==> config.mk <==
export PLATFORM = sky130hd
export DESIGN_NAME = sbds_div_pipe
export DESIGN_NICKNAME = d
export VERILOG_FILES = /design/src/design/sbds_pkg.sv /design/src/design/sbds_div_pipe.sv
export SDC_FILE = /design/constraint.sdc
export NUM_CORES = 1
export LEC_CHECK = 0
export BUFFER_PORTS_ARGS = -buffer_cell sky130_fd_sc_hd__buf_2
export CAP_MARGIN = 20
export CORE_ASPECT_RATIO = 1.1
export CORE_MARGIN = 2
export CORE_UTILIZATION = 63
export DETAILED_ROUTE_END_ITERATION = 10
export PLACE_DENSITY = 0.9
export SYNTH_ARGS = -nofsm -noshare
export SYNTH_HDL_FRONTEND = slang
export SYNTH_SLANG_ARGS = --single-unit
==> constraint.sdc <==
create_clock -name aclk -period 4.65 [get_ports aclk]
set_input_delay 0.93 -clock aclk [delete_from_list [all_inputs] [get_ports aclk]]
set_output_delay 0.93 -clock aclk [all_outputs]
set_load 0.02 [all_outputs]
==> src/design/sbds_pkg.sv <==
package sbds_pkg;

    // Transform size and the per-bin store it implies.
    localparam int TRANSFORM_LENGTH = 1024;
    localparam int BIN_COUNT        = TRANSFORM_LENGTH / 2 + 1;
    localparam int BIN_W            = 10;
    localparam int MEM_DEPTH        = (BIN_COUNT < (2 ** BIN_W)) ? BIN_COUNT : (2 ** BIN_W);

    // Configuration port.
    localparam int CFG_IDX_W  = 2;
    localparam int CFG_DATA_W = 32;

    typedef enum logic [CFG_IDX_W-1:0] {
        CFG_OUTPUT_SCALE = 2'd0,
        CFG_MIN_DB       = 2'd1,
        CFG_MAX_DB       = 2'd2,
        CFG_SMOOTHING    = 2'd3
    } sbds_cfg_index_t;

    localparam int RESET_OUTPUT_SCALE = 6850000;
    localparam int RESET_MIN_DB       = -25600;
    localparam int RESET_MAX_DB       = 0;
    localparam int RESET_SMOOTHING    = 45875;

    // Datapath widths.
    localparam int MANT_W      = 32;
    localparam int SUM_W       = 64;
    localparam int GRP_W       = 8;
    localparam int GRP_CNT     = SUM_W / GRP_W;
    localparam int FRAC_W      = 16;
    localparam int SQ_STEPS    = FRAC_W;
    localparam int LOG_N_W     = 6;
    localparam int LOG_W       = LOG_N_W + FRAC_W;
    localparam int SCALE_N_W   = 5;
    localparam int SCALE_LOG_W = SCALE_N_W + FRAC_W;
    localparam int T_W         = 25;
    localparam int PROD_W      = 44;
    localparam int DB_SHIFT    = 24;
    localparam int DB_W        = PROD_W - DB_SHIFT;
    localparam int DIV_W       = 17;
    localparam int LEVEL_W     = 16;
    localparam int WEIGHT_W    = 16;

    // Arithmetic constants.
    localparam int LOG_OFFSET  = 64 * 65536;
    localparam int DB_FLOOR    = -30720;
    localparam int TEN_LOG10_2 = 197283;
    localparam int FULL_LEVEL  = 32768;
    localparam int FULL_WEIGHT = 65536;
    localparam int ROUND_HALF  = 32768;

    typedef struct packed {
        logic [BIN_W-1:0]  bin_index;
        logic signed [31:0] real_part;
        logic signed [31:0] imag_part;
    } sbds_in_t;

    typedef struct packed {
        logic [BIN_W-1:0]   bin_number;
        logic [LEVEL_W-1:0] smoothed_level;
    } sbds_out_t;

    // Side information that travels with an item through the sub-pipelines.
    typedef struct packed {
        logic [BIN_W-1:0] bin;
        logic             in_range;
        logic             empty;
    } sbds_tag_t;

    // One squaring step of the log2 fraction: square the Q1.31 mantissa,
    // renormalize, and report the fraction bit in the top position.
    function automatic logic [MANT_W:0] sq_step(input logic [MANT_W-1:0] m);
        logic [2*MANT_W-1:0] p;
        logic [MANT_W:0]     q;
        p = m * m;
        q = p[2*MANT_W-1:MANT_W-1];
        if (q[MANT_W]) begin
            return {1'b1, q[MANT_W:1]};
        end else begin
            return {1'b0, q[MANT_W-1:0]};
        end
    endfunction

endpackage

==> src/design/sbds_div_pipe.sv <==
module sbds_div_pipe
    import sbds_pkg::*;
(
    input  logic               aclk,
    input  logic               aresetn,
    input  logic               en,
    input  logic               in_valid,
    input  logic [DIV_W-1:0]   in_num,
    input  logic [DIV_W-1:0]   in_den,
    input  sbds_tag_t          in_tag,
    output logic               out_valid,
    output logic [LEVEL_W-1:0] out_quot,
    output sbds_tag_t          out_tag
);

    // Restoring division of num * 2^15 by den, one quotient bit per stage.
    // The numerator never exceeds the divisor, so the remainder stays below den.
    logic               v_reg   [0:LEVEL_W-1];
    logic [DIV_W-1:0]   r_reg   [0:LEVEL_W-1];
    logic [LEVEL_W-1:0] q_reg   [0:LEVEL_W-1];
    sbds_tag_t          tag_reg [0:LEVEL_W-1];

    logic [DIV_W:0]     rin_next [0:LEVEL_W-1];
    logic               ge_next  [0:LEVEL_W-1];
    logic [DIV_W-1:0]   r_next   [0:LEVEL_W-1];
    logic [LEVEL_W-1:0] q_next   [0:LEVEL_W-1];

    always_comb begin
        rin_next[0] = {1'b0, in_num};
        for (int s = 1; s < LEVEL_W; s++) begin
            rin_next[s] = {r_reg[s-1], 1'b0};
        end
        for (int s = 0; s < LEVEL_W; s++) begin
            ge_next[s] = (rin_next[s] >= {1'b0, in_den});
            r_next[s]  = ge_next[s] ? DIV_W'(rin_next[s] - {1'b0, in_den})
                                    : rin_next[s][DIV_W-1:0];
        end
        q_next[0] = LEVEL_W'(ge_next[0]) << (LEVEL_W - 1);
        for (int s = 1; s < LEVEL_W; s++) begin
            q_next[s] = q_reg[s-1] | (LEVEL_W'(ge_next[s]) << (LEVEL_W - 1 - s));
        end
    end

    // Valid bits.
    always_ff @(posedge aclk) begin
        if (!aresetn) begin
            for (int s = 0; s < LEVEL_W; s++) begin
                v_reg[s] <= 1'b0;
            end
        end else if (en) begin
            v_reg[0] <= in_valid;
            for (int s = 1; s < LEVEL_W; s++) begin
                v_reg[s] <= v_reg[s-1];
            end
        end
    end

    // Payload.
    always_ff @(posedge aclk) begin
        if (en) begin
            tag_reg[0] <= in_tag;
            for (int s = 1; s < LEVEL_W; s++) begin
                tag_reg[s] <= tag_reg[s-1];
            end
            for (int s = 0; s < LEVEL_W; s++) begin
                r_reg[s] <= r_next[s];
                q_reg[s] <= q_next[s];
            end
        end
    end

    assign out_valid = v_reg[LEVEL_W-1];
    assign out_quot  = q_reg[LEVEL_W-1];
    assign out_tag   = tag_reg[LEVEL_W-1];

endmodule

* Yosys cells after proc, flatten, opt, wreduce, memory -nomap -nowiden *
Memory sizes are Yosys's and may differ from the RTL's.
Index checks and enable logic that the tools add are counted.

word-level totals
  flip-flop bits (word level) = 0
  memory bits (writable) = 736
  bits of input ports = 50
  memories kept = 4

operators by class
  add/subtract/negate cells = 16
  $lt $le $gt $ge = 16
  muxes and demuxes = 37
  bitwise operators = 31

memories
  name     depth  width  read ports  clocked after memory_dff  write ports  line                 text
  r_reg    16     17     15          0                         16           sbds_div_pipe.sv:19  logic [DIV_W-1:0] r_reg [0:LEVEL_W-1];
  q_reg    16     16     16          0                         16           sbds_div_pipe.sv:20  logic [LEVEL_W-1:0] q_reg [0:LEVEL_W-1];
  tag_reg  16     12     16          0                         16           sbds_div_pipe.sv:21  sbds_tag_t tag_reg [0:LEVEL_W-1];
  v_reg    16     1      16          0                         16           sbds_div_pipe.sv:18  logic v_reg [0:LEVEL_W-1];

operator list
  kind                                          count
  two-way mux 17 bit                            16
  subtractor 17 bit                             16
  greater-or-equal comparator 18 x 17 -> 1 bit  15
  two-way mux 1 bit                             21
  greater-or-equal comparator 17 bit            1
  OR 1 bit                                      16
  OR 16 x 1 -> 16 bit                           1
  OR 16 x 10 -> 16 bit                          1
  OR 16 x 11 -> 16 bit                          1
  OR 16 x 12 -> 16 bit                          1
  OR 16 x 13 -> 16 bit                          1
  OR 16 x 14 -> 16 bit                          1
  OR 16 x 15 -> 16 bit                          1
  OR 16 x 2 -> 16 bit                           1
  OR 16 x 3 -> 16 bit                           1
  OR 16 x 4 -> 16 bit                           1
  OR 16 x 5 -> 16 bit                           1
  OR 16 x 6 -> 16 bit                           1
  OR 16 x 7 -> 16 bit                           1
  OR 16 x 8 -> 16 bit                           1
  OR 16 x 9 -> 16 bit                           1

* Logic depth before layout (Yosys ltp) *
Gate-level depths: netlist (run 1).

  depth in word-level cells = 4
  depth in mapped cells = 13
  depth with buffers taken out = 12

* Worst setup path before layout (run 1) *
No wires, ideal clock.

  kind = input to register
  start point = in in_den[2]
  end point = mem r_reg[10][9] (netlist: r_reg[1][43]) (data pin)
  library setup time = 0.260 ns
  arrival = 3.549 ns
  required time = 4.390 ns
  slack = 0.841 ns
  stages on the path = 13
  path buffers = 2
  cell sequence = inv_1 -> ha_1 -> nor2b_1 -> o21ai_1 -> nand2b_1 -> a21o_1 -> a21o_1 -> a221o_1 -> a31oi_1 -> o21a_1 -> buf_4 -> buf_6 -> mux2_2

RTL lines
  element      line                 text
  from (decl)  sbds_div_pipe.sv:9   input logic [DIV_W-1:0] in_den,
  to (decl)    sbds_div_pipe.sv:19

==> results of run 1 <==
## worst max-delay path, delay by kind of cell
family                   cells  cell delay [ns]
AO/OA/AOI/OAI                6             1.49
buffers and inverters        3             0.80
AND/OR/NAND/NOR              2             0.59
adder cells (fa/ha/maj)      1             0.29
XOR/XNOR                     1             0.18
## power by group through the flow
stage	clock, µW	combinational (µW)	sequential (µW)
6_report	4810	10600	8890
5_1_grt	5080	11700	8980
3_3_place_gp	0	9830	8900
3_5_place_dp	0	10300	8950
2_1_floorplan	0	8060	8490
4_1_cts	4870	10500	8870
## per-layer routing
layer  track usage, %  vias up
met5                0        -
met4             12.6        0
met3             4.84      232
met2             50.1      880
met1             34.5    10500
li1                 -    10300
## cell families (layout without fill, tap and decap cells)
logic type / after synthesis / in the layout / share of synthesized area (%)
muxes: 120 / 120 / 4.10
other: 0 / 2 / 0
and+or+nand+nor: 599 / 599 / 8.99
xor gates and xnor gates: 199 / 199 / 5.34
AOI/OAI and AO/OA: 697 / 697 / 13.3
buffers and inverters: 145 / 327 / 1.93
DFF: 599 / 599 / 55.0
adders and majority gates: 286 / 286 / 11.3
## how the worst max path moves through the flow
stage | endpoint | from | cells after the start
2_1_floorplan | r_reg[1][43]$_DFFE_PP_ | in_den[2] | 13
3_3_place_gp | r_reg[1][41]$_DFFE_PP_ | in_den[2] | 13
3_5_place_dp | r_reg[0][31]$_DFFE_PP_ | in_den[2] | 13
4_1_cts | r_reg[0][112]$_DFFE_PP_ | in_den[2] | 14
5_1_grt | r_reg[0][112]$_DFFE_PP_ | in_den[2] | 14
6_report | r_reg[0][99]$_DFFE_PP_ | in_den[2] | 13
## cells in the final DEF, fill, tap and decap left out, types with 30 or more instances in the layout
| cell | Yosys | layout |
|---|---|---|
| clkbuf_16 | 0 | 58 |
| inv_1 | 73 | 73 |
| nand2b_1 | 43 | 43 |
| nand2_1 | 174 | 174 |
| nor2_1 | 149 | 149 |
| o21a_1 | 30 | 30 |
| ha_1 | 271 | 271 |
| nor2b_1 | 44 | 44 |
| xor2_1 | 87 | 87 |
| a21o_1 | 104 | 104 |
| nor3_1 | 40 | 39 |
| edfxtp_1 | 598 | 598 |
| o21ai_0 | 169 | 168 |
| mux2_2 | 107 | 107 |
| buf_4 | 15 | 58 |
| a21oi_1 | 205 | 204 |
| buf_2 | 11 | 77 |
| xnor2_1 | 112 | 112 |
| nand3_1 | 40 | 40 |
| a31oi_1 | 41 | 41 |
## area by class of cell
cell class                      count  area, µm²  area share [%]
Inverter                           74        278           0.768
Tap cell                          667        835            2.31
Clock buffer                       65       1480            4.09
Sequential cell                   599      18000            49.7
Antenna cell                        2       5.00          0.0138
Clock inverter                     43        470            1.30
Timing Repair Buffer              145       1020            2.81
Multi-Input combinational cell   1901      14100            39.0
## stage by stage
stage | hold WS, ns | cell area (µm²) | util [%] | instances | power [µW]
CTS | 0.415 | 36100 | 70.5 | 3494 | 24200
finish | 0.412 | 36200 | 70.5 | 3496 | 24300
global route | 0.417 | 36200 | 70.5 | 3496 | 25800
floorplan | 0.400 | 32700 | - | 2645 | 16600
global placement | 0.400 | 34200 | 66.7 | 3386 | 18700
detailed placement | 0.405 | 34200 | 66.7 | 3386 | 19200
==> results.toml, run 1 <==
[outcome]
status = "finished clean"

[logic_synthesis]
ys.flop_type = "edfxtp_1"
ys_ff_latch = 599
yosys-top-cells-area = "edfxtp_1 (55%), ha_1 (10%), mux2_2 (3.7%)"
synth_nets = 2981
syn_area_um2 = 32700
synth_common_cells = "edfxtp_1 (598), ha_1 (271), a21oi_1 (205), nand2_1 (174), o21ai_0 (169)"
synth_largest_type_area_fraction_pct = 55.0
yosysUniqueCellTypes = 73
yosysMostFrequentCell = "edfxtp_1"
synth_edf_count = 598
synthArstFlopShare_pct = 0
synth_cells = 2645
yosys_warnings = 0
yosys.area.top_type = "edfxtp_1"
syn_area_per_cell_um2 = 12.3
yosysSeqAreaShare_pct = 55.0

[timing]
fin_skew_ns = 0.0348
slew_viol_final = 0
fin_crit_ns = 3.94
hold_violations = 0
finalSetupViolCount = 0
finalCritPeriodShare_pct = 84.8
tns_ns = 0
slew_headroom_pct = 35.4
rsz0062_at_grt = "false"
worstMarginPinSlew_ns = 0.967
finalWorstSetupSlack_ns = 0.706
fmax_mhz = 254

[pwr]
switching_share_pct = 36.6
p_comb_share_pct = 43.7
power_switching_uw = 8910
pwr-share-clk_pct = 19.8
p_leak_uw = 0.0143
ir_drop_mv = 0.461
internal_power_uw = 15400
pwr-share-seq_pct = 36.5
power.density_nw_per_um2 = 673

[clock_tree]
ctsResizeCount = 0
cts.sinks = 599
cts_tree = "yes"
cts_root_buf = "clkbuf_16"
cts_setup_buffers = 0
postCtsHoldBufs = 0
cts.clk_slew.worst_paths_ns = 0.07
cts.htree.levels = 2
clock_path_buffers = 3
cts_made_buffers = 58
clk_latency_ns = 0.65

[routing]
num_vias = 21900
dr.max_layer_used = "met4"
drc_errors = 0
antenna_left = 0
avgRoutedWirePerCell_um = 21.9
dr_wl_met2_mm = 38.7
wl_met1_mm = 29.4
drt_iter0_markers = 1873
dr.pass1.iters = 6
finalWirelength_mm = 76.4
via_per_inst = 6.27
wl_met3_mm = 4.61

[critical_path]
slowest_delay_ns = 0.59
r2r-start = "r_reg[0][69]$_DFFE_PP_"
cp.required_ns = 5.01
start_kind = "input pin"
end_kind = "flip-flop"
cp.arrival_ns = 4.30
r2r-end = "r_reg[0][99]$_DFFE_PP_"
crit_chain = "buf_2 > inv_1 > buf_4 > ha_1 > nor2b_1 > o21ai_1 > a21boi_0 > o31ai_1 > nor2b_1 > o211ai_1 > a21oi_1 > xor2_1 > o21ai_0"
r2r_cells = 10
rrSetupSlack_ns = 1.38
path_class = "in2reg"
crit_slowest_cell = "o31ai_1"
path_max_fanout = 8
cpMostUsedCell = "nor2b_1"

[cells_and_area]
fillCellCount = 3316
largest_reg_flops = 255
areaGrowthSynthToFinish_pct = 10.7
drive_gt1_share_pct = 13.3
fin_nets = 3115

[global_route]
grt_pass1_wl_mm = 120
antenna_found_initial = 2
grt-ovfl-total = 0
grt_pass1_vias = 22100
track_usage_pct = 28.5
grt_max_degree = 112

[hold_path]
whs_path_depth = 0
hold_path.class = "reg2reg"
hold-path-endpoint = "q_reg[1][111]$_DFFE_PP_"
min_from = "q_reg[1][95]$_DFFE_PP_"

[place]
gp_congestion = 0.935
place_hpwl_mm = 52.6
pre_cts_slack_ns = 0.308
io_buffer_count = 78

[floorplan]
rows = 87
core_area_um2 = 51300
dieArea_um2 = 53700
die_w_um = 221
ios = 79
start_util_pct = 63.7
die_y_um = 243

[run]
cap_violations = 0
Note: power is estimated with default switching activity, not from simulation.
==> inputs of run 2 (changes only) <==
Clock period 4.65 ns to 3.95 ns, I/O delays scaled along.
==> run 2 against run 1 <==
  * Via count is 1.3% higher
  * Final cell count is 0.86% higher
  * Worst setup slack worse by 0.12 ns
  * Combinational power is 22% higher
  * Routed wire length is 1.9% lower
  * Critical path depth is 1 higher
  * Global-route usage is 0.52 points lower
  * Largest cell class unchanged
==> results.toml, run 2 (same netlist as run 1, synthesis figures left out) <==
[outcome]
status = "finished clean"

[critical_path]
crit_slowest_cell = "mux2_2"
cp.required_ns = 4.32
path_max_fanout = 16
cp.arrival_ns = 3.73
start_kind = "input pin"
path_class = "in2reg"
cp_top_family = "simple AND/OR/NAND/NOR gates"
path_buf_inv = 4
cpMostUsedCell = "buf_12"
crit_chain = "buf_2 > inv_1 > buf_12 > ha_1 > nor2b_1 > o21ai_1 > a21boi_1 > nor3_1 > o21bai_1 > a31oi_1 > nor4_2 > nor4_4 > buf_12 > mux2_2"
slowest_delay_ns = 0.36
end_kind = "flip-flop"

[clock_tree]
clock_path_buffers = 3
ctsResizeCount = 0
cts.sinks = 599
clk_latency_ns = 0.66
cts_setup_buffers = 0
cts_made_buffers = 60
cts.clk_slew.worst_paths_ns = 0.06
postCtsHoldBufs = 0
cts_tree = "yes"
cts.htree.levels = 2
cts_root_buf = "clkbuf_16"

[pwr]
ir_drop_mv = 0.614
power.density_nw_per_um2 = 800
pwr-share-clk_pct = 20.4
p_comb_share_pct = 44.1
power_switching_uw = 10500
internal_power_uw = 18800
switching_share_pct = 35.8
pwr-share-seq_pct = 35.5
p_leak_uw = 0.0145

[place]
io_buffer_count = 78
place_hpwl_mm = 50.9
placement.cell_area_um2 = 34600
gp_congestion = 0.942

[floorplan]
rows = 87
core_area_um2 = 51300
dieArea_um2 = 53700
die_w_um = 221
die_y_um = 243
ios = 79
start_util_pct = 63.7

[timing]
fin_crit_ns = 3.36
tns_ns = 0
finalCritPeriodShare_pct = 85.1
rsz0062_at_grt = "false"
worstMarginPinSlew_ns = 0.902
slew_headroom_pct = 39.9
whs_ns = 0.299
fmax_mhz = 297
fin_skew_ns = 0.0515
finalSetupViolCount = 0
hold_violations = 0
slew_viol_final = 0

[global_route]
grt_pass1_vias = 22600
grt-ovfl-total = 0
use_met3_pct = 3.97
grt_use_met2_pct = 49.1
track_usage_pct = 28.0
met1_usage_pct = 33.6
grt_max_degree = 150
grt_pass1_wl_mm = 119
busiest_layer = "met2"
antenna_found_initial = 2

[routing]
via_per_inst = 6.30
drt_iter0_markers = 1943
dr.pass1.iters = 6
finalWirelength_mm = 74.9
drc_errors = 0
num_vias = 22200
antenna_left = 0
avgRoutedWirePerCell_um = 21.3

[cells_and_area]
register_area_um2 = 18000
largest_reg_flops = 255
multi_input_area_um2 = 14100
fin_nets = 3144
final_common_cell = "edfxtp_1"
final_area_um2 = 36700
fillCellCount = 3294
areaGrowthSynthToFinish_pct = 12.3
drive_gt1_share_pct = 14.0
final_cell_mix = "edfxtp_1 (598), ha_1 (271), a21oi_1 (204)"

[run]
cap_violations = 0

[hold_path]
hold_path.class = "in2reg"
## run 2: cell types whose count changed in the layout (fill, tap and decap cells not counted), sizes merged
cell,delta
bufinv,+4
buf,+27
diode,+1
clkbuf,+3
clkinv,-7
clkinvlp,+2
## run 2: cell type report
| type | count | area share (%) |
|---|---|---|
| Clock inverter | 42 | 1.49 |
| Multi-Input combinational cell | 1901 | 38.4 |
| Clock buffer | 68 | 4.17 |
| Tap cell | 667 | 2.27 |
| Timing Repair Buffer | 172 | 3.87 |
| Antenna cell | 3 | 0.0205 |
| Sequential cell | 599 | 49.0 |
| Inverter | 74 | 0.757 |
## run 2: final timing paths
check / start / end / slack, ns / cells after the start
worst min-delay path: in_tag[6] / tag_reg[0][6]$_DFFE_PP_ / 0.30 / 1
worst max register to register: r_reg[0][86]$_DFFE_PP_ / r_reg[0][106]$_DFFE_PP_ / 0.71 / 11
worst min register to register: tag_reg[1][67]$_DFFE_PP_ / tag_reg[1][79]$_DFFE_PP_ / 0.41 / 0
worst max-delay path: in_den[2] / r_reg[0][106]$_DFFE_PP_ / 0.59 / 14
## run 2: per-stage QoR
stage	util, %	power (µW)	setup WS, ns	std cells
finish	71.6	29300	0.588	3526
global route	71.6	31100	0.487	3525
CTS	71.5	29200	0.675	3523
detailed placement	67.5	23000	0.0304	3413
global placement	67.5	22400	0.0209	3413
floorplan	-	19500	0.281	2645
## run 2: per-layer routing
metal	wire length [µm]	vias to the layer above
met5	0	-
met4	3920	0
met3	4500	286
met2	38200	913
met1	28300	10600
li1	-	10400
## run 2: power groups by stage
stage	registers, µW	logic (µW)	clock network (µW)
final	10400	12900	5980
after global routing	10500	14200	6300
after CTS	10400	12800	6070
after detailed placement	10500	12500	0
after global placement	10400	12000	0
after floorplan	10000	9490	0
